## config.mk

```make
export PLATFORM = sky130hd
export DESIGN_NAME = qips_out_buffer
export DESIGN_NICKNAME = d
export VERILOG_FILES = /design/src/design/qips_pkg.sv /design/src/design/qips_out_buffer.sv
export SDC_FILE = /design/constraint.sdc
export NUM_CORES = 1
export LEC_CHECK = 0
export BUFFER_PORTS_ARGS = -buffer_cell sky130_fd_sc_hd__clkbuf_2
export CELL_PAD_IN_SITES_DETAIL_PLACEMENT = 1
export CELL_PAD_IN_SITES_GLOBAL_PLACEMENT = 1
export CORE_UTILIZATION = 40
export DETAILED_ROUTE_END_ITERATION = 10
export PLACE_DENSITY_LB_ADDON = 0.1
export REMOVE_ABC_BUFFERS = 1
export SYNTH_ARGS = -nofsm -noshare
export SYNTH_HDL_FRONTEND = slang
export SYNTH_SLANG_ARGS = --single-unit
```

## constraint.sdc

```tcl
create_clock -name clock -period 6.74 [get_ports clock]
set_input_delay 1.011 -clock clock [delete_from_list [all_inputs] [get_ports clock]]
set_output_delay 1.011 -clock clock [all_outputs]
set_load 0.05 [all_outputs]
```

## src/design/qips_pkg.sv

```systemverilog
// Shared types and constants for the probability search unit.
// No dependencies; used by every module of the block.
package qips_pkg;

   localparam int POS_WIDTH   = 6;
   localparam int FRAC_WIDTH  = 16;
   localparam int SCORE_WIDTH = 32;
   localparam int GEN_WIDTH   = 16;
   localparam int BITS_WIDTH  = 64;

   localparam logic FUNC_SAMPLE = 1'b0;
   localparam logic FUNC_REPORT = 1'b1;

   localparam logic signed [SCORE_WIDTH-1:0] SCORE_MIN = 32'sh8000_0000;
   localparam logic signed [SCORE_WIDTH-1:0] SCORE_MAX = 32'sh7FFF_FFFF;
   localparam logic [GEN_WIDTH-1:0]          GEN_MAX   = 16'hFFFF;
   localparam logic [15:0]                   ROT_STEP_RESET = 16'd26;

   // per-cell update control
   typedef struct packed {
      logic rotate;
      logic best_bit;
      logic worst_bit;
   } cell_ctrl_type;

   // one result transaction
   typedef struct packed {
      logic                          sampled_bit;
      logic signed [SCORE_WIDTH-1:0] best_value;
      logic [BITS_WIDTH-1:0]         best_bits;
      logic [GEN_WIDTH-1:0]          best_found_in;
      logic [GEN_WIDTH-1:0]          generation_count;
   } result_type;

endpackage

```

## src/design/qips_out_buffer.sv

```systemverilog
// Output register with a skid entry for result transactions.
// Uses qips_pkg::result_type.
module qips_out_buffer (
   input  logic                 clock,
   input  logic                 reset,
   input  logic                 push,
   input  qips_pkg::result_type push_data,
   output logic                 full,
   output logic                 out_valid,
   input  logic                 out_stall,
   output qips_pkg::result_type out_data
);

   logic                 main_valid_ff, main_valid_in;
   logic                 skid_valid_ff, skid_valid_in;
   qips_pkg::result_type main_ff, main_in;
   qips_pkg::result_type skid_ff, skid_in;

   always_comb begin
      main_valid_in = main_valid_ff;
      skid_valid_in = skid_valid_ff;
      main_in       = main_ff;
      skid_in       = skid_ff;
      if (!main_valid_ff || !out_stall) begin
         if (skid_valid_ff) begin
            main_valid_in = 1'b1;
            main_in       = skid_ff;
            skid_valid_in = 1'b0;
         end else begin
            main_valid_in = push;
            main_in       = push_data;
         end
      end else if (push) begin
         skid_valid_in = 1'b1;
         skid_in       = push_data;
      end
   end

   always_ff @(posedge clock) begin
      if (reset) begin
         main_valid_ff <= 1'b0;
         skid_valid_ff <= 1'b0;
      end else begin
         main_valid_ff <= main_valid_in;
         skid_valid_ff <= skid_valid_in;
      end
      main_ff <= main_in;
      skid_ff <= skid_in;
   end

   // push only arrives while the skid entry is empty
   assign full      = skid_valid_ff;
   assign out_valid = main_valid_ff;
   assign out_data  = main_ff;

endmodule

```

# After elaboration in Yosys (flattened, before gate mapping)
# Cells that the tools add are included.
[totals] ff_bits=260 input_bits=133 word_cells=20
[classes] n_mux=2 bitwise_logic=1 n_reduce_logical=5
[op_table] cell="129-bit 2-to-1 mux" count=1
[op_table] cell="1-bit logical NOT" count=2
[op_table] cell="2-bit AND reduction" count=1
[op_table] cell="2-bit OR reduction" count=1
[op_table] cell="1-bit logical OR" count=1
[op_table] cell="1-bit 2-to-1 mux" count=1
[op_table] cell="1-bit inverter" count=1

# Depth between registers and ports, before layout
# Gate-level depths: netlist of run 1.
[depth] word_depth=4 ltp_mapped=4 depth_no_buf=2

# Worst setup path after synthesis of run 1
# Ideal clock, no wire load.
[synth_path] path_type="input -> register" from="in out_stall" to="reg skid_ff[0] (netlist name) (enable)" setup_time_ps=505 t_arrival_ps=4033 required_ps=6235 path_slack_ps=2202 path_stages=1 n_path_buf=0 cell_sequence="and3_1"
[synth_between] elab_chain_len=4
[synth_rtl] element="from (decl)" line_no="qips_out_buffer.sv:10" text="input logic out_stall,"
[synth_rtl] element="1-bit logical NOT" line_no="qips_out_buffer.sv:24" text="if (!main_valid_ff || !out_stall) begin"
[synth_rtl] element="1-bit logical OR" line_no="qips_out_buffer.sv:24"
[synth_rtl] element="1-bit inverter (no source line)"
[synth_rtl] element="2-bit AND reduction (no source line)"
[synth_rtl] element="to (signal assigned)" line_no="qips_out_buffer.sv:48" text="skid_ff <= skid_in;"
[synth_rtl] element="to (decl)" line_no="qips_out_buffer.sv:17" text="qips_pkg::result_type skid_ff, skid_in;"
# No other way between the ends.
# A chain may end at the register's enable or synchronous reset.

# Worst setup path in the final report of run 1
[layout_path] from="reg skid_valid_ff, in the netlist full" to="out full"
[layout_rtl] element="from (decl)" line_no="qips_out_buffer.sv:15" text="logic skid_valid_ff, skid_valid_in;"
[layout_rtl] element="from (signal assigned)" line_no="qips_out_buffer.sv:45" text="skid_valid_ff <= skid_valid_in;"
[layout_rtl] element="to (decl)" line_no="qips_out_buffer.sv:8" text="output logic full,"
# No word-level cell between the ends.

==> flow_metrics.tcl, run 1 <==
set metrics [dict create \
    cts_setup_buffers 0 \
    fmax_mhz 354.8 \
    fin_cells 1021 \
    postSynth.asyncResetShare_pct 0 \
    antennaDiodeCount 0 \
    ant_nets 0 \
    ys_top_cells_by_area "edfxtp_1, mux2_2, buf_6" \
    reg2reg_slack_ns 4.25 \
    clock_latency_ns 0.52 \
    vdd_drop_max_uv 187.8 \
    min_period_ns 2.818 \
    max_slew.worst_pin.slew_ns 1.110 \
    cts_made_buffers 28 \
    grt_pass1_wl_um 29350 \
    drive_gt1_share_pct 61.02 \
    htree_levels 1 \
    holdWs_ns 0.5402 \
    path_buf_inv 1 \
    drt_iter0_markers 250 \
    maxCapViolCount 0 \
    ys.flop_type "edfxtp_1" \
    skew_ns 0.007966 \
    portBuffers 263 \
    synth_fa_ha_area_share_pct 0 \
    synth-xor-area-share_pct 0 \
    cp_slowest_cell "dfxtp_4" \
    crit-reg2reg-launch "full" \
    ys.warnings.count 0 \
    synth.top_cells.by_count "edfxtp_1, mux2_2, buf_6, buf_2, dfxtp_1" \
    worst_hold_path_type "reg2reg" \
    syn-instance-count 408 \
    syn_area_um2 9399 \
    multi_input_area_um2 1489 \
    worstSetupStartpointType "register" \
    critPathMaxStageDelay_ns 0.86 \
    route.detailed.drc 0 \
    grt_max_degree 79 \
    slew_headroom_pct 26.00 \
    start_util_pct 41.14 \
    outcome "completed" \
    rsz0062_at_grt "false" \
    cts_buffer_depth 3 \
    yosys.area_share.simple_pct 0.1997 \
    rr_endpoint "out_data[23]" \
    die_x_um 155.3 \
    overflow 0 \
    cts.repair.resized 0 \
    required_ns 5.73 \
    placedInstanceArea_um2 11010 \
    final_hold_viol_count 0 \
    yosysUniqueCellTypes 11 \
    synth-compound-area-share_pct 0.05325 \
    ys_seq_area_share_pct 82.85 \
    critical_path_class "reg2out" \
    cts_sinks 260 \
    ys_ff_latch 260 \
    core.rowCount 55 \
    hold_start "skid_ff[28]" \
    post-route-period-util_pct 41.82 \
    via_per_inst 4.703 \
    worstPathCellList "clkbuf_2" \
    core_um2 22850 \
    finalWeightedCongestion 0.7218 \
    power_mw 3.712 \
    avgRoutedWirePerCell_um 19.09 \
    seq_area_um2 7791 \
    cts.clk_slew.worst_paths_ns 0.06 \
    powerDensity_nw_per_um2 313.2 \
    drv_slew 0 \
    drt-total-wl_um 19490 \
    synth_top_area_cell "edfxtp_1" \
    die_area_um2 24120 \
    grtUsageTotal_pct 15.97 \
    ios 264 \
    tritoncts "yes" \
    fin_setup_tns_ns 0 \
    synth.avg_cell_area_um2 23.04 \
    endpoint_kind "output pin" \
    synthToLayoutAreaGrowth_pct 26.10 \
    arrival_ns 1.81 \
    fin_area_um2 11850 \
    antenna_found_initial 1 \
    dpl.hpwl_um 12650 \
    synth-edff-count 258 \
    synth_top_area_share_pct 82.43 \
    vias 4802 \
    startpoint "full" \
    synthMuxAreaShare_pct 15.46 \
    p_leak_nw 4.519 \
    dr.pass1.iters 4 \
    n_fill_cell 2168 \
    setup_violations 0 \
    place_inst 973 \
    hold_path_end "out_data[28]" \
    fin_nets 823 \
    worstHoldPathCells 1 \
    crit_family "flip-flops" \
    fp.dieH_um 155.3 \
    synth_top_family_by_area "multiplexers" \
    synth_most_common_cell "edfxtp_1" \
    root_buffer "clkbuf_16" \
    cp_max_fo 59 \
    reg2reg_depth 2 \
    cts_hold_buf 0 \
    first_global_vias 5083 \
]
[flip-flops by register name, indices dropped and copies added, names as in the netlist]
name and flops:
full 1, out_data 129, out_valid 1, skid_ff 129
[layout by cell type, fill, tap and decap left out, types with 2 or more instances in the layout]
cell       Yosys  final
buf_4          1      3
clkbuf_1       0     12
clkbuf_16      0     29
clkbuf_2       0    263
clkbuf_8       0      4
clkinv_1       0      2
edfxtp_1     258    258
mux2_2       129    129
[logic make-up after synthesis]
group | Yosys count
DFF | 260
muxes | 129
buffers and inverters | 14
and+or+nand+nor | 4
AOI/OAI and AO/OA | 1
[where the power goes]
| part | internal, mW | switching [mW] | total, mW |
|---|---|---|---|
| logic | 0.104 | 0.304 | 0.408 |
| registers | 1.87 | 0.0268 | 1.90 |
| clock network | 0.829 | 0.576 | 1.40 |
| total | 2.81 | 0.907 | 3.71 |
[worst max path at each step]
stage	endpoint	depth (start not counted)
6_report	full	1
5_1_grt	full	1
3_5_place_dp	skid_ff[52]	3
3_3_place_gp	skid_ff[52]	3
2_1_floorplan	skid_ff[0]	1
4_1_cts	full	1
[metrics by stage]
step                worst slack, ns  util (%)
floorplan                     2.202         -
finish                        3.922     51.88
CTS                           3.850     51.88
global placement              3.495     48.19
global route                  3.776     51.88
detailed placement            3.435     48.19
[per-layer routing]
layer / wire length (um) / up-vias / GRT usage [%]
met1: 8193 / 2361 / 20.79
met2: 9219 / 204 / 25.89
li1: - / 2213 / -
met3: 1757 / 24 / 5.627
met4: 323 / 0 / 3.408
met5: 0 / - / 0
[area by class of cell]
| type | count | area share (%) |
|---|---|---|
| timing repair buffer | 266 | 11.30 |
| multi-input combinational | 134 | 12.56 |
| clock buffer | 45 | 6.967 |
| clock inverter | 3 | 0.1372 |
| sequential | 260 | 65.73 |
| tap | 313 | 3.304 |
Power figures use the tool's default switching activity.
==> run 2, diff against run 1 <==
--- a/config.mk
+++ b/config.mk
@@ -5,10 +5,11 @@
 export SDC_FILE = /design/constraint.sdc
 export NUM_CORES = 1
 export LEC_CHECK = 0
+export ABC_AREA = 1
 export BUFFER_PORTS_ARGS = -buffer_cell sky130_fd_sc_hd__clkbuf_2
 export CELL_PAD_IN_SITES_DETAIL_PLACEMENT = 1
 export CELL_PAD_IN_SITES_GLOBAL_PLACEMENT = 1
-export CORE_UTILIZATION = 40
+export CORE_UTILIZATION = 38
 export DETAILED_ROUTE_END_ITERATION = 10
 export PLACE_DENSITY_LB_ADDON = 0.1
 export REMOVE_ABC_BUFFERS = 1
==> constraint.sdc (replaced) <==
create_clock -name clock -period 2.4 [get_ports clock]
set_input_delay 0.36 -clock clock [delete_from_list [all_inputs] [get_ports clock]]
set_output_delay 0.36 -clock clock [all_outputs]
set_load 0.05 [all_outputs]
==> flow_metrics.tcl, run 2 <==
set metrics [dict create \
    root_buffer "clkbuf_16" \
    hold_start "push_data[42]" \
    n_fill_cell 2671 \
    antenna_found_initial 1 \
    final_hold_viol_count 0 \
    cp_slowest_cell "dfxtp_4" \
    worstHoldPathCells 1 \
    via_per_inst 4.487 \
    min_period_ns 1.761 \
    rsz0062_at_grt "false" \
    cts_made_buffers 29 \
    p_leak_nw 5.334 \
    htree_levels 1 \
    core_um2 25470 \
    power_mw 11.05 \
    vias 6017 \
    fp.dieH_um 163.9 \
    ys_top_cells_by_area "edfxtp_1, o21ai_2, inv_1" \
    synth.top_cells.by_count "edfxtp_1, inv_1, nand2_1, o21ai_2, o21ai_0" \
    drive_gt1_share_pct 38.28 \
    synth.avg_cell_area_um2 14.55 \
    met1_length_um 9036 \
    critPathMaxStageDelay_ns 0.53 \
    post-route-period-util_pct 73.37 \
    fmax_mhz 567.9 \
    drv_slew 0 \
    first_global_vias 5853 \
    syn_area_um2 9965 \
    core.rowCount 58 \
    place_inst 1261 \
    required_ns 2.04 \
    synth_top_area_cell "edfxtp_1" \
    drt-total-wl_um 21100 \
    path_buf_inv 1 \
    portBuffers 263 \
    fin_nets 1124 \
    worstPathCellList "clkbuf_2" \
    reg2reg_depth 3 \
    cts_sinks 260 \
    finalWeightedCongestion 0.7396 \
    grt_max_degree 78 \
    crit_family "flip-flops" \
    hold_path_end "skid_ff[42]" \
    yosysUniqueCellTypes 14 \
    drt_iter0_markers 271 \
    worst_hold_path_type "in2reg" \
    cp.depth 1 \
    ys.warnings.count 0 \
    fin_cells 1341 \
    synth_most_common_cell "edfxtp_1" \
    tritoncts "yes" \
    grt_pass1_wl_um 32220 \
    wl_met3_um 1957 \
    fin_area_um2 12820 \
    overflow 0 \
    avgRoutedWirePerCell_um 15.73 \
    rr_endpoint "skid_ff[66]" \
    cts.repair.resized 0 \
    final_cell_mix "clkbuf_2, edfxtp_1, inv_1, nand2_1, o21ai_2" \
    synthToLayoutAreaGrowth_pct 28.64 \
    placedInstanceArea_um2 11600 \
    powerDensity_nw_per_um2 861.9 \
    reg2reg_slack_ns 0.90 \
    endpoint_kind "output pin" \
    met2_length_um 9794 \
    outcome "completed" \
    final_common_cell "clkbuf_2" \
    holdWs_ns 0.02743 \
    worstSetupStartpointType "register" \
    critical_path_class "reg2out" \
    cts_hold_buf 29 \
    arrival_ns 1.40 \
    max_slew.worst_pin.slew_ns 0.4746 \
    ys_seq_area_share_pct 78.15 \
    grtUsageTotal_pct 15.62 \
    die_x_um 163.9 \
    ys.flop_type "edfxtp_1" \
    syn-instance-count 685 \
    setup_violations 0 \
    die_area_um2 26870 \
    startpoint "full" \
    synth-edff-count 258 \
    cts_setup_buffers 0 \
    dr.pass1.iters 4 \
    crit-reg2reg-launch "out_valid" \
    fin_setup_tns_ns 0 \
    start_util_pct 39.12 \
    cp_max_fo 22 \
    synth_top_area_share_pct 77.75 \
    route.detailed.drc 0 \
    cts.clk_slew.worst_paths_ns 0.06 \
    ant_nets 0 \
    vdd_drop_max_uv 489.9 \
    ys_ff_latch 260 \
    cts_buffer_depth 3 \
    antennaDiodeCount 0 \
    dpl.hpwl_um 13930 \
    top_layer "met4" \
    clock_latency_ns 0.53 \
    slew_headroom_pct 68.36 \
    skew_ns 0.009685 \
    ios 264 \
    maxCapViolCount 0 \
    postSynth.asyncResetShare_pct 0 \
]
-- run 2: changes by cell type in the layout (fill, tap and decap cells not counted), sizes merged, moves of 4 or more --
cell / delta
clkbuf: -6
inv: +132
buf: +9
mux2: -129
o21ai: +130
bufinv: +4
dlygate4sd3: +29
nand2: +130
clkinv: +4
-- run 2: area by class of cell --
type / count / area, um^2 / share of cell area [%]
clock buffer: 39 / 763.2 / 5.954
clock inverter: 12 / 160.2 / 1.249
inverter: 131 / 491.7 / 3.836
multi-input combinational: 265 / 1440 / 11.23
sequential: 260 / 7791 / 60.78
tap: 330 / 412.9 / 3.221
timing repair buffer: 304 / 1759 / 13.72
-- run 2: how the worst max path moves through the flow --
stage,end,slack (ns)
after detailed placement,skid_ff[88],0.78
after global placement,skid_ff[88],0.78
after CTS,full,0.59
after floorplan,skid_ff[0],-7.56
after global routing,full,0.55
final,full,0.64
-- run 2: power breakdown --
part	total [mW]	switching, mW	internal [mW]	leakage (nW)
Sequential	5.36	0.0753	5.29	2.53
Combinational	1.34	1.02	0.317	2.35
Clock	4.35	1.70	2.64	0.451
-- run 2: cells by family (layout without fill, tap and decap cells) --
group | count (synthesis) | in the layout | share of synthesized area [%]
AO/OA/AOI/OAI | 130 | 130 | 9.204
buffers and inverters | 160 | 486 | 7.546
flip-flops | 260 | 260 | 78.15
AND/OR/NAND/NOR | 135 | 135 | 5.098
-- run 2: layer usage --
layer,vias up,GRT usage (%)
li1,2956,-
met1,2840,20.74
met2,194,24.50
met3,27,5.303
met4,0,4.040
met5,-,0
-- run 2: metrics by stage --
step	util [%]	setup slack, ns
2_1_floorplan	-	-7.557
5_1_grt	50.32	0.5513
3_5_place_dp	45.56	0.7823
6_report	50.32	0.6391
4_1_cts	50.32	0.5943
3_3_place_gp	45.56	0.7806
