$ cat config.mk
export PLATFORM = sky130hd
export DESIGN_NAME = qips_cell
export DESIGN_NICKNAME = d
export VERILOG_FILES = /design/src/design/qips_pkg.sv /design/src/design/qips_cell.sv
export SDC_FILE = /design/constraint.sdc
export NUM_CORES = 1
export LEC_CHECK = 0
export ABC_CLOCK_PERIOD_IN_PS = 11300
export BUFFER_PORTS_ARGS = -buffer_cell sky130_fd_sc_hd__clkbuf_2
export CAP_MARGIN = 40
export CELL_PAD_IN_SITES_DETAIL_PLACEMENT = 0
export CELL_PAD_IN_SITES_GLOBAL_PLACEMENT = 1
export CORE_UTILIZATION = 30
export DETAILED_ROUTE_END_ITERATION = 12
export HOLD_SLACK_MARGIN = 0.02
export PLACE_DENSITY_LB_ADDON = 0.1
export SLEW_MARGIN = 5
export SYNTH_ARGS = -nofsm -noshare
export SYNTH_HDL_FRONTEND = slang
export SYNTH_SLANG_ARGS = --single-unit
$ cat constraint.sdc
create_clock -name clock -period 11.3 [get_ports clock]
set_input_delay 2.26 -clock clock [delete_from_list [all_inputs] [get_ports clock]]
set_output_delay 2.26 -clock clock [all_outputs]
set_load 0.005 [all_outputs]
$ cat src/design/qips_pkg.sv
// Shared types and constants for the probability search unit.
// No dependencies; used by every module of the block.
package qips_pkg;

   localparam int POS_WIDTH   = 6;
   localparam int FRAC_WIDTH  = 16;
   localparam int SCORE_WIDTH = 32;
   localparam int GEN_WIDTH   = 16;
   localparam int BITS_WIDTH  = 64;

   localparam logic FUNC_SAMPLE = 1'b0;
   localparam logic FUNC_REPORT = 1'b1;

   localparam logic signed [SCORE_WIDTH-1:0] SCORE_MIN = 32'sh8000_0000;
   localparam logic signed [SCORE_WIDTH-1:0] SCORE_MAX = 32'sh7FFF_FFFF;
   localparam logic [GEN_WIDTH-1:0]          GEN_MAX   = 16'hFFFF;
   localparam logic [15:0]                   ROT_STEP_RESET = 16'd26;

   // per-cell update control
   typedef struct packed {
      logic rotate;
      logic best_bit;
      logic worst_bit;
   } cell_ctrl_type;

   // one result transaction
   typedef struct packed {
      logic                          sampled_bit;
      logic signed [SCORE_WIDTH-1:0] best_value;
      logic [BITS_WIDTH-1:0]         best_bits;
      logic [GEN_WIDTH-1:0]          best_found_in;
      logic [GEN_WIDTH-1:0]          generation_count;
   } result_type;

endpackage

$ cat src/design/qips_cell.sv
// One probability cell: holds one bit's probability, rotates it toward the
// best solution at generation end and compares it for sampling. Uses qips_pkg.
module qips_cell #(
   parameter int FRAC_BITS = 16,
   parameter int INDEX     = 0
) (
   input  logic                               clock,
   input  logic                               reset,
   input  qips_pkg::cell_ctrl_type            ctrl,
   input  logic [FRAC_BITS:0]                 theta,
   input  logic [qips_pkg::POS_WIDTH-1:0]     sample_pos,
   input  logic [qips_pkg::FRAC_WIDTH-1:0]    sample_frac,
   output logic                               hit
);

   localparam int PW = FRAC_BITS + 1;
   localparam int CW = FRAC_BITS + qips_pkg::FRAC_WIDTH + 1;
   localparam logic [PW-1:0] ONE  = PW'(1) << FRAC_BITS;
   localparam logic [PW-1:0] HALF = PW'(1) << (FRAC_BITS - 1);
   localparam logic [qips_pkg::POS_WIDTH-1:0] MY_POS = qips_pkg::POS_WIDTH'(INDEX);

   logic [PW-1:0] prob_ff, prob_in;
   logic [PW-1:0] down_mirror, down_next, up_mirror, up_next;

   always_comb begin
      down_mirror = (prob_ff > HALF) ? ONE - prob_ff : prob_ff;
      down_next   = (down_mirror > theta) ? down_mirror - theta : '0;
      up_mirror   = (prob_ff < HALF) ? ONE - prob_ff : prob_ff;
      up_next     = (theta >= ONE - up_mirror) ? ONE : up_mirror + theta;

      prob_in = prob_ff;
      if (ctrl.rotate) begin
         if (!ctrl.best_bit && ctrl.worst_bit) begin
            prob_in = down_next;
         end else if (ctrl.best_bit && !ctrl.worst_bit) begin
            prob_in = up_next;
         end
      end
   end

   // p * 2^16 > frac * 2^FRAC_BITS, exact across both formats
   assign hit = (sample_pos == MY_POS) &&
                ((CW'(prob_ff) << qips_pkg::FRAC_WIDTH) > (CW'(sample_frac) << FRAC_BITS));

   always_ff @(posedge clock) begin
      if (reset) begin
         prob_ff <= HALF;
      end else begin
         prob_ff <= prob_in;
      end
   end

endmodule

Yosys cells after proc, flatten, opt, wreduce, memory -nomap -nowiden
Index checks and enable logic that the tools add are counted.
{ "totals": {"register_bits": 17, "latch_bits": 0, "ramBits": 0, "rom_bits": 0, "input_bits": 44, "output_inout_bits": 1, "word_cells": 24, "mem_count": 0} }
{ "op_classes": {"n_addsub": 4, "n_mul": 0, "div": 0, "order_cmp": 5, "n_eq_ne": 0, "shift": 0, "mux": 6, "bitwise_logic": 0, "reduce_logical": 8} }
{ "op_table": {"columns": ["operator", "count"], "rows": [
  ["$mux W17", 6],
  ["$sub A17 B17 Y17 const A", 2],
  ["$gt A33 B32 Y1", 1],
  ["$add A17 B17 Y17", 1],
  ["$ge A17 B17 Y1", 1],
  ["$gt A17 B16 Y1 const B", 1],
  ["$gt A17 B17 Y1", 1],
  ["$lt A17 B16 Y1 const B", 1],
  ["$sub A17 B17 Y17", 1],
  ["$logic_not A6 Y1", 1],
  ["$logic_and A1 B1 Y1", 3],
  ["$logic_not A1 Y1", 2],
  ["$reduce_and A2 Y1", 1],
  ["$reduce_bool A2 Y1", 1]
]} }

Logic depth before layout (Yosys ltp)
Gate-level depths: netlist of run 1.
{ "depth": {"word_depth": 7, "ltp_mapped": 19, "ltp_nobuf": 18} }

Worst setup path after synthesis of run 1
No wires, ideal clock.
{ "synth_path": {"path_kind": "input -> output", "startpoint": "input sample_frac[3] in the netlist's numbering", "endpoint": "output hit", "t_arrival_ns": 3.571, "required_ns": 9.040, "path_slack_ns": 5.469, "stages": 9, "cell_sequence": "inv_1 > ha_1 > a21o_1 > a21oi_1 > a21oi_1 > o31ai_1 > a21oi_1 > o31ai_1 > a21oi_1"} }
{ "synth_via": {"elab_chain_len": 2} }
{ "synth_rtl": {"columns": ["element", "line", "rtl"], "rows": [
  ["from (decl)", "qips_cell.sv:12", "input logic [qips_pkg::FRAC_WIDTH-1:0] sample_frac,"],
  ["$gt A33 B32 Y1", "qips_cell.sv:43", "((CW'(prob_ff) << qips_pkg::FRAC_WIDTH) > (CW'(sample_frac) << FRAC_BITS));"],
  ["$logic_and A1 B1 Y1", "qips_cell.sv:42", "assign hit = (sample_pos == MY_POS) &&"],
  ["to (decl)", "qips_cell.sv:13", "output logic hit"]
]} }
Every way passes these cells.

Worst setup path after layout of run 1
Same ends and word-level chain as after synthesis.

==> impl_results.md, run 1 <==
* Outcome: complete, no violations
* 1st-iter DRT viols at 279
* Chip Height at 121 µm
* Ant. Diodes at 0
* Max reg flops at 17
* Final period util at 0.551
* PwrDens at 167 nW/µm²
* Die Area at 14700 µm²
* Max VDD drop at 0.0000488 V
* Setup Fix Bufs, Post-CTS at 0
* Max-Cap Viols at 0
* Syn nets at 693
* Pre-CTS setup slack at 5050 ps
* Overall Power at 785 µW
* GR Layer Usage met3 at 0.0136
* GRT overflow at 0
* Worst flop-to-flop path startpoint: prob_ff[0]
* Cell Rows at 43
* Slowest cell on crit path: ha_1
* IO Port Bufs at 44
* DR WL/cell at 18.5 µm
* Worst reg-to-reg path cell count at 16
* Area delta synth->final at 10.1%
* Hold path cells at 2
* Layout cells sized above 1 at 0.116
* Met1 usage at 0.302
* Post-synth design cell area at 4260 µm²
* Clk buf depth at 2
* Tmin final at 6220 ps
* Endpoints failing hold at 0
* DRC at 0
* Crit. End Element: output port
* RSZ-0062 raised after global routing: false
* Setup TNS Final at 0 ps
* Post-CTS sizing at 0
* Max H-tree Level at 1
* R2r endpoint: prob_ff[9]
* Peak Freq at 161 MHz
* Max Slew Vio Count at 0
* Initial antenna violation count at 0
* Synth unique cells at 66
* Synthesis-stage register bit count at 17
* Cts bufs inserted at 3
* Relative slew margins at 0.439
* Setup slack after layout at 5080 ps
* I/O pin count at 45
* Prevailing post-synth register cell: dfxtp_1
* Via count at 4282
* Crit-path cells: clkbuf_2 > inv_1 > ha_1 > a21o_1 > a21oi_1 > a21oi_1 > o31ai_1 > a21oi_1 > o31ai_1 > a21oi_1 > clkbuf_2
* Ys Warns at 0
* CTS tree: built
* GRT Util Overall at 0.206
* Arrival @ worst endpoint at 3960 ps
* Post-synth EDFFs at 0
* DR pass1 iterations at 5
* Routability cong. at 0.858
* CP Max Fanout at 3
* Vias per cell at 5.45
* Core box area at 13900 µm²
* # nets final at 721
* Largest net degree at the start of global routing at 19
* CTS clk-pin slew, worst paths at 60 ps
* Beginning of the critical path: sample_frac[3]
* Hold Buf Count CTS at 0
* Class of the worst hold path: register to register
* Worst Hold Launch: prob_ff[13]
* Met2 GRT Util at 0.331
* Vias in the first global route at 4138
* Critical path class: input pin to output port
* Initial Util at 0.307
* Worst-Margin Slew at 841 ps
* Sequential area share after synthesis at 0.0798
* Avg Cell Area, Syn at 7.38 µm²
* Worst hold endpoint: prob_ff[13]
* Horiz. Die Dim at 121 µm
* Worst skew pair latency at 260 ps
* Biggest register: prob_ff
* # clock sinks at 17
* Asr flop ratio synth at 0
* Fin Hold WS at 586 ps
* Pleak at 0.00225 µW
* Critical Path Source Type: input pin
* R2R Setup Slk at 5720 ps
* WL final at 14500 µm
* Root buf cell: clkbuf_16
* Largest regs: prob_ff x17
* Synth Instances at 578
* Post-DP HPWL at 12100 µm
* CP max stage delay at 310 ps
* Worst path required time at 9040 ps
* CP dominant cell by count: a21oi_1
* Fill cells at 1522
* DRT antenna net count at 0
* Clock Skew at 4.60 ps
* Final setup viols at 0
* First-pass GRT wire length at 23000 µm
* Gr busiest metal: met2
## worst max-delay path by stage
stage | slack, ps | to | cells past startpoint
CTS | 5050 | hit | 11
detailed placement | 5050 | hit | 11
global placement | 5100 | hit | 11
global route | 4990 | hit | 11
finish | 5080 | hit | 11
floorplan | 5470 | hit | 9
## cell usage after synthesis, types with 10 or more instances
master    number  area [µm²]
nor3_1        25         125
dfxtp_1       17         340
a21o_1        16         120
nand2_1       31         116
nor2_1        53         199
a21oi_1       42         210
xnor2_1       42         368
clkbuf_1      13        48.8
ha_1          69         863
o21ai_0       22         110
inv_1         55         206
a221oi_1      15         131
xor2_1        21         184
and3_1        10        62.6
a211oi_1      10        75.1
## stage by stage
| stage | util | cell area (µm²) | cells |
|---|---|---|---|
| 3_5_place_dp | 0.333 | 4620 | 781 |
| 2_1_floorplan | - | 4260 | 578 |
| 3_3_place_gp | 0.332 | 4610 | 780 |
| 4_1_cts | 0.338 | 4700 | 785 |
| 5_1_grt | 0.338 | 4700 | 785 |
| 6_report | 0.338 | 4700 | 785 |
## cells by family (layout without fill, tap and decap cells)
family                     after synthesis  count (layout)  share of synthesized area
AOI/OAI and AO/OA                      164             164                      0.272
DFF                                     17              17                     0.0798
and+or+nand+nor                        181             181                      0.224
muxes                                    3               3                    0.00734
adders and majority gates               71              71                      0.212
buffers and inverters                   79             106                     0.0754
xor gates and xnor gates                63              63                      0.129
## placed cells by master (no fill, tap or decap), types with 4 or more instances in the layout
cell	instances
a211oi_1	10
a21boi_0	4
a21o_1	16
a21oi_1	42
a221oi_1	15
a31oi_1	8
and2_1	4
and3_1	10
and4_1	5
clkbuf_2	44
dfxtp_1	17
ha_1	69
inv_1	55
nand2_1	31
nand2b_1	4
nand3_1	6
nand4_1	7
nor2_1	53
nor2b_1	6
nor3_1	25
nor4_1	5
o211ai_1	6
o21a_1	6
o21ai_0	22
o21bai_1	4
o31ai_1	5
or3_1	8
xnor2_1	42
xor2_1	21
## cell type report
type,count,area (µm²),share of cell area
Multi-Input combinational cell,482,3600,0.767
Sequential cell,17,340,0.0725
Timing Repair Buffer,47,243,0.0517
Tap cell,180,225,0.0480
Inverter,55,206,0.0440
Clock buffer,4,78.8,0.0168
## metal layers
metal / vias to the layer above / routed length (µm)
li1: 2176 / -
met1: 1985 / 7400
met2: 113 / 6410
met3: 8 / 618
met4: 0 / 93
met5: - / 0
## where the power goes
group	internal [µW]	switching (µW)	total, µW
sequential	66.2	18.8	85.1
clock	48.2	29.4	77.7
combinational	251	372	622
## critical path: cells and delay by family
| kind | cells | cell delay (ps) |
|---|---|---|
| buffers and inverters | 3 | 220 |
| adders and majority gates | 1 | 310 |
| AOI/OAI and AO/OA | 7 | 1170 |
Note: power is estimated with default switching activity, not from simulation.
==> run 2, diff against run 1 <==
--- a/config.mk
+++ b/config.mk
@@ -5,7 +5,8 @@
 export SDC_FILE = /design/constraint.sdc
 export NUM_CORES = 1
 export LEC_CHECK = 0
-export ABC_CLOCK_PERIOD_IN_PS = 11300
+export ABC_AREA = 1
+export ABC_CLOCK_PERIOD_IN_PS = 5600
 export BUFFER_PORTS_ARGS = -buffer_cell sky130_fd_sc_hd__clkbuf_2
 export CAP_MARGIN = 40
 export CELL_PAD_IN_SITES_DETAIL_PLACEMENT = 0
==> constraint.sdc (replaced) <==
create_clock -name clock -period 5.6 [get_ports clock]
set_input_delay 1.12 -clock clock [delete_from_list [all_inputs] [get_ports clock]]
set_output_delay 1.12 -clock clock [all_outputs]
set_load 0.005 [all_outputs]
==> impl_results.md, run 2 <==
* Area leader, netlist: nand2_1
* Avg Cell Area, Syn at 5.40 µm²
* Crit path to: prob_ff[10]
* First-pass GRT wire length at 29100 µm
* Max reg flops at 17
* Chip Height at 129 µm
* Initial Util at 0.306
* Max VDD drop at 0.000133 V
* Setup slack after layout at 1270 ps
* Max Slew Vio Count at 0
* Area of the multi-input gates at 3920 µm²
* DR WL/cell at 16.6 µm
* Final setup viols at 0
* Post-CTS sizing at 0
* IO Port Bufs at 44
* Synth top area share at 0.221
* Most frequent cells in the layout: nand2_1, inv_1, nor2_1, nand3_1, ha_1
* DRC at 0
* DRT antenna net count at 0
* Worst reg-to-reg path cell count at 23
* Synthesis-stage register bit count at 17
* Synth Instances at 898
* WL final at 19200 µm
* Top post-synthesis cells by area: nand2_1, ha_1, inv_1
* Biggest register: prob_ff
* Asr flop ratio synth at 0
* Cell Rows at 46
* CTS tree: built
* I/O pin count at 45
* CP Max Fanout at 9
* Largest net degree at the start of global routing at 27
* Die Area at 16700 µm²
* Post-synth EDFFs at 0
* Vias in the first global route at 5244
* # nets final at 1055
* Setup TNS Final at 0 ps
* Tmin final at 4330 ps
* Worst-Margin Slew at 575 ps
* GRT Util Overall at 0.232
* Critical Path Source Type: register
* Hold Buf Count CTS at 0
* Placed Cells at 1151
* Via count at 5784
* Final core occ at 0.341
* Pre-CTS setup slack at 1330 ps
* Crit. End Element: register
* Relative slew margins at 0.614
* Layout cells sized above 1 at 0.0841
* Area delta synth->final at 11.3%
* Horiz. Die Dim at 129 µm
* Vias per cell at 5.01
* Post-DP HPWL at 16700 µm
* Ant. Diodes at 0
* GRT overflow at 0
* Fill cells at 1848
* Most frequent cell after synthesis: nand2_1
* Worst skew pair latency at 250 ps
* PwrDens at 286 nW/µm²
* Storage cell area at 340 µm²
* Final period util at 0.772
* Largest regs: prob_ff x17
* Clock Skew at 2.37 ps
* Most common cell after layout, fill and taps aside: nand2_1
* Max H-tree Level at 1
* 1st-iter DRT viols at 516
* R2R Setup Slk at 1270 ps
* Prevailing post-synth register cell: dfxtp_1
* Synth top cells by count: nand2_1, inv_1, nor2_1
* Post-synth design cell area at 4850 µm²
* Root buf cell: clkbuf_16
* Synth unique cells at 35
* Arrival @ worst endpoint at 4500 ps
* DR pass1 iterations at 5
* Endpoints failing hold at 0
* Core box area at 15800 µm²
* Worst path required time at 5780 ps
* Clk buf depth at 2
* Sequential area share after synthesis at 0.0702
* Routability cong. at 0.896
* Syn nets at 1013
* Worst flop-to-flop path startpoint: prob_ff[0]
* Critical path class: register to register
* Beginning of the critical path: prob_ff[0]
* Peak Freq at 231 MHz
* RSZ-0062 raised after global routing: false
* Non-Filler Instances at 1155
* R2r endpoint: prob_ff[10]
* Setup Fix Bufs, Post-CTS at 0
* Class of the worst hold path: register to register
* Pleak at 0.00312 µW
* Initial antenna violation count at 0
* Max-Cap Viols at 0
* CTS clk-pin slew, worst paths at 50 ps
* Ys Warns at 0
* Outcome: complete, no violations
* Cts bufs inserted at 3
* # clock sinks at 17
run 2: cell types whose count changed after synthesis, sizes merged, moves of 13 or more:
cell,previous run,this run
a221oi,15,0
nor2,54,103
nor3,26,11
a21oi,45,58
xnor2,42,6
nand3,6,80
a21o,16,3
inv,55,144
nand2,31,291
run 2: critical path, stage by stage (launching register included):
cell and delay, ps:
dfxtp_1 430, inv_1 230, ha_1 350, nand2_1 70, o21ai_1 210, nor2_1 160
nand2_1 130, nor2_1 140, nand3_1 130, nor3_2 250, nand2_1 90, nand2_1 70
nand2_1 50, ha_1 280, nand2_1 90, inv_1 40, nand2_1 50, nand2_1 60
a21oi_1 130, nand4_1 270, nor2_1 520, buf_4 260, nand3_1 110, a21oi_1 150
run 2: metrics by stage:
step                cell area (µm²)  hold slack (ps)  total power, µW
CTS                            5400              555             1540
global placement               5310              535             1410
global route                   5400              591             1710
finish                         5400              562             1550
detailed placement             5320              543             1390
floorplan                      4850              504             1040
run 2: worst min path at each step:
stage | to | slack (ps) | cells after the start | startpoint
2_1_floorplan | prob_ff[0] | 500 | 2 | prob_ff[0]
3_3_place_gp | prob_ff[0] | 530 | 2 | prob_ff[0]
3_5_place_dp | prob_ff[0] | 540 | 2 | prob_ff[0]
4_1_cts | prob_ff[0] | 550 | 2 | prob_ff[0]
5_1_grt | prob_ff[0] | 590 | 2 | prob_ff[0]
6_report | prob_ff[0] | 560 | 2 | prob_ff[0]
run 2: logic make-up (layout without fill, tap and decap cells):
group                    Yosys count  after routing  share of synthesized area
flip-flops                        17             17                     0.0702
XOR/XNOR                          20             20                     0.0361
buffers and inverters            155            196                      0.121
AO/OA/AOI/OAI                    114            114                      0.128
adder cells (fa/ha/maj)           71             71                      0.186
AND/OR/NAND/NOR                  521            521                      0.458
run 2: layout make-up:
cell class                      count  area share
Clock buffer                        3      0.0139
Clock inverter                      1    0.000927
Inverter                          145       0.101
Multi-Input combinational cell    726       0.726
Sequential cell                    17      0.0630
Tap cell                          216      0.0501
Timing Repair Buffer               47      0.0450
run 2: layer usage:
| layer | vias to the layer above | share of wire | global-route usage |
|---|---|---|---|
| li1 | 2981 | - | - |
| met4 | 0 | 0.028 | 0.0623 |
| met5 | - | 0 | 0 |
| met3 | 18 | 0.043 | 0.0111 |
| met1 | 2624 | 0.50 | 0.341 |
| met2 | 161 | 0.43 | 0.364 |
run 2: where the power goes:
part	internal [µW]	switching, µW	leakage (µW)
clock	95.5	47.7	0.0000409
sequential	133	33.7	0.000140
combinational	408	829	0.00294
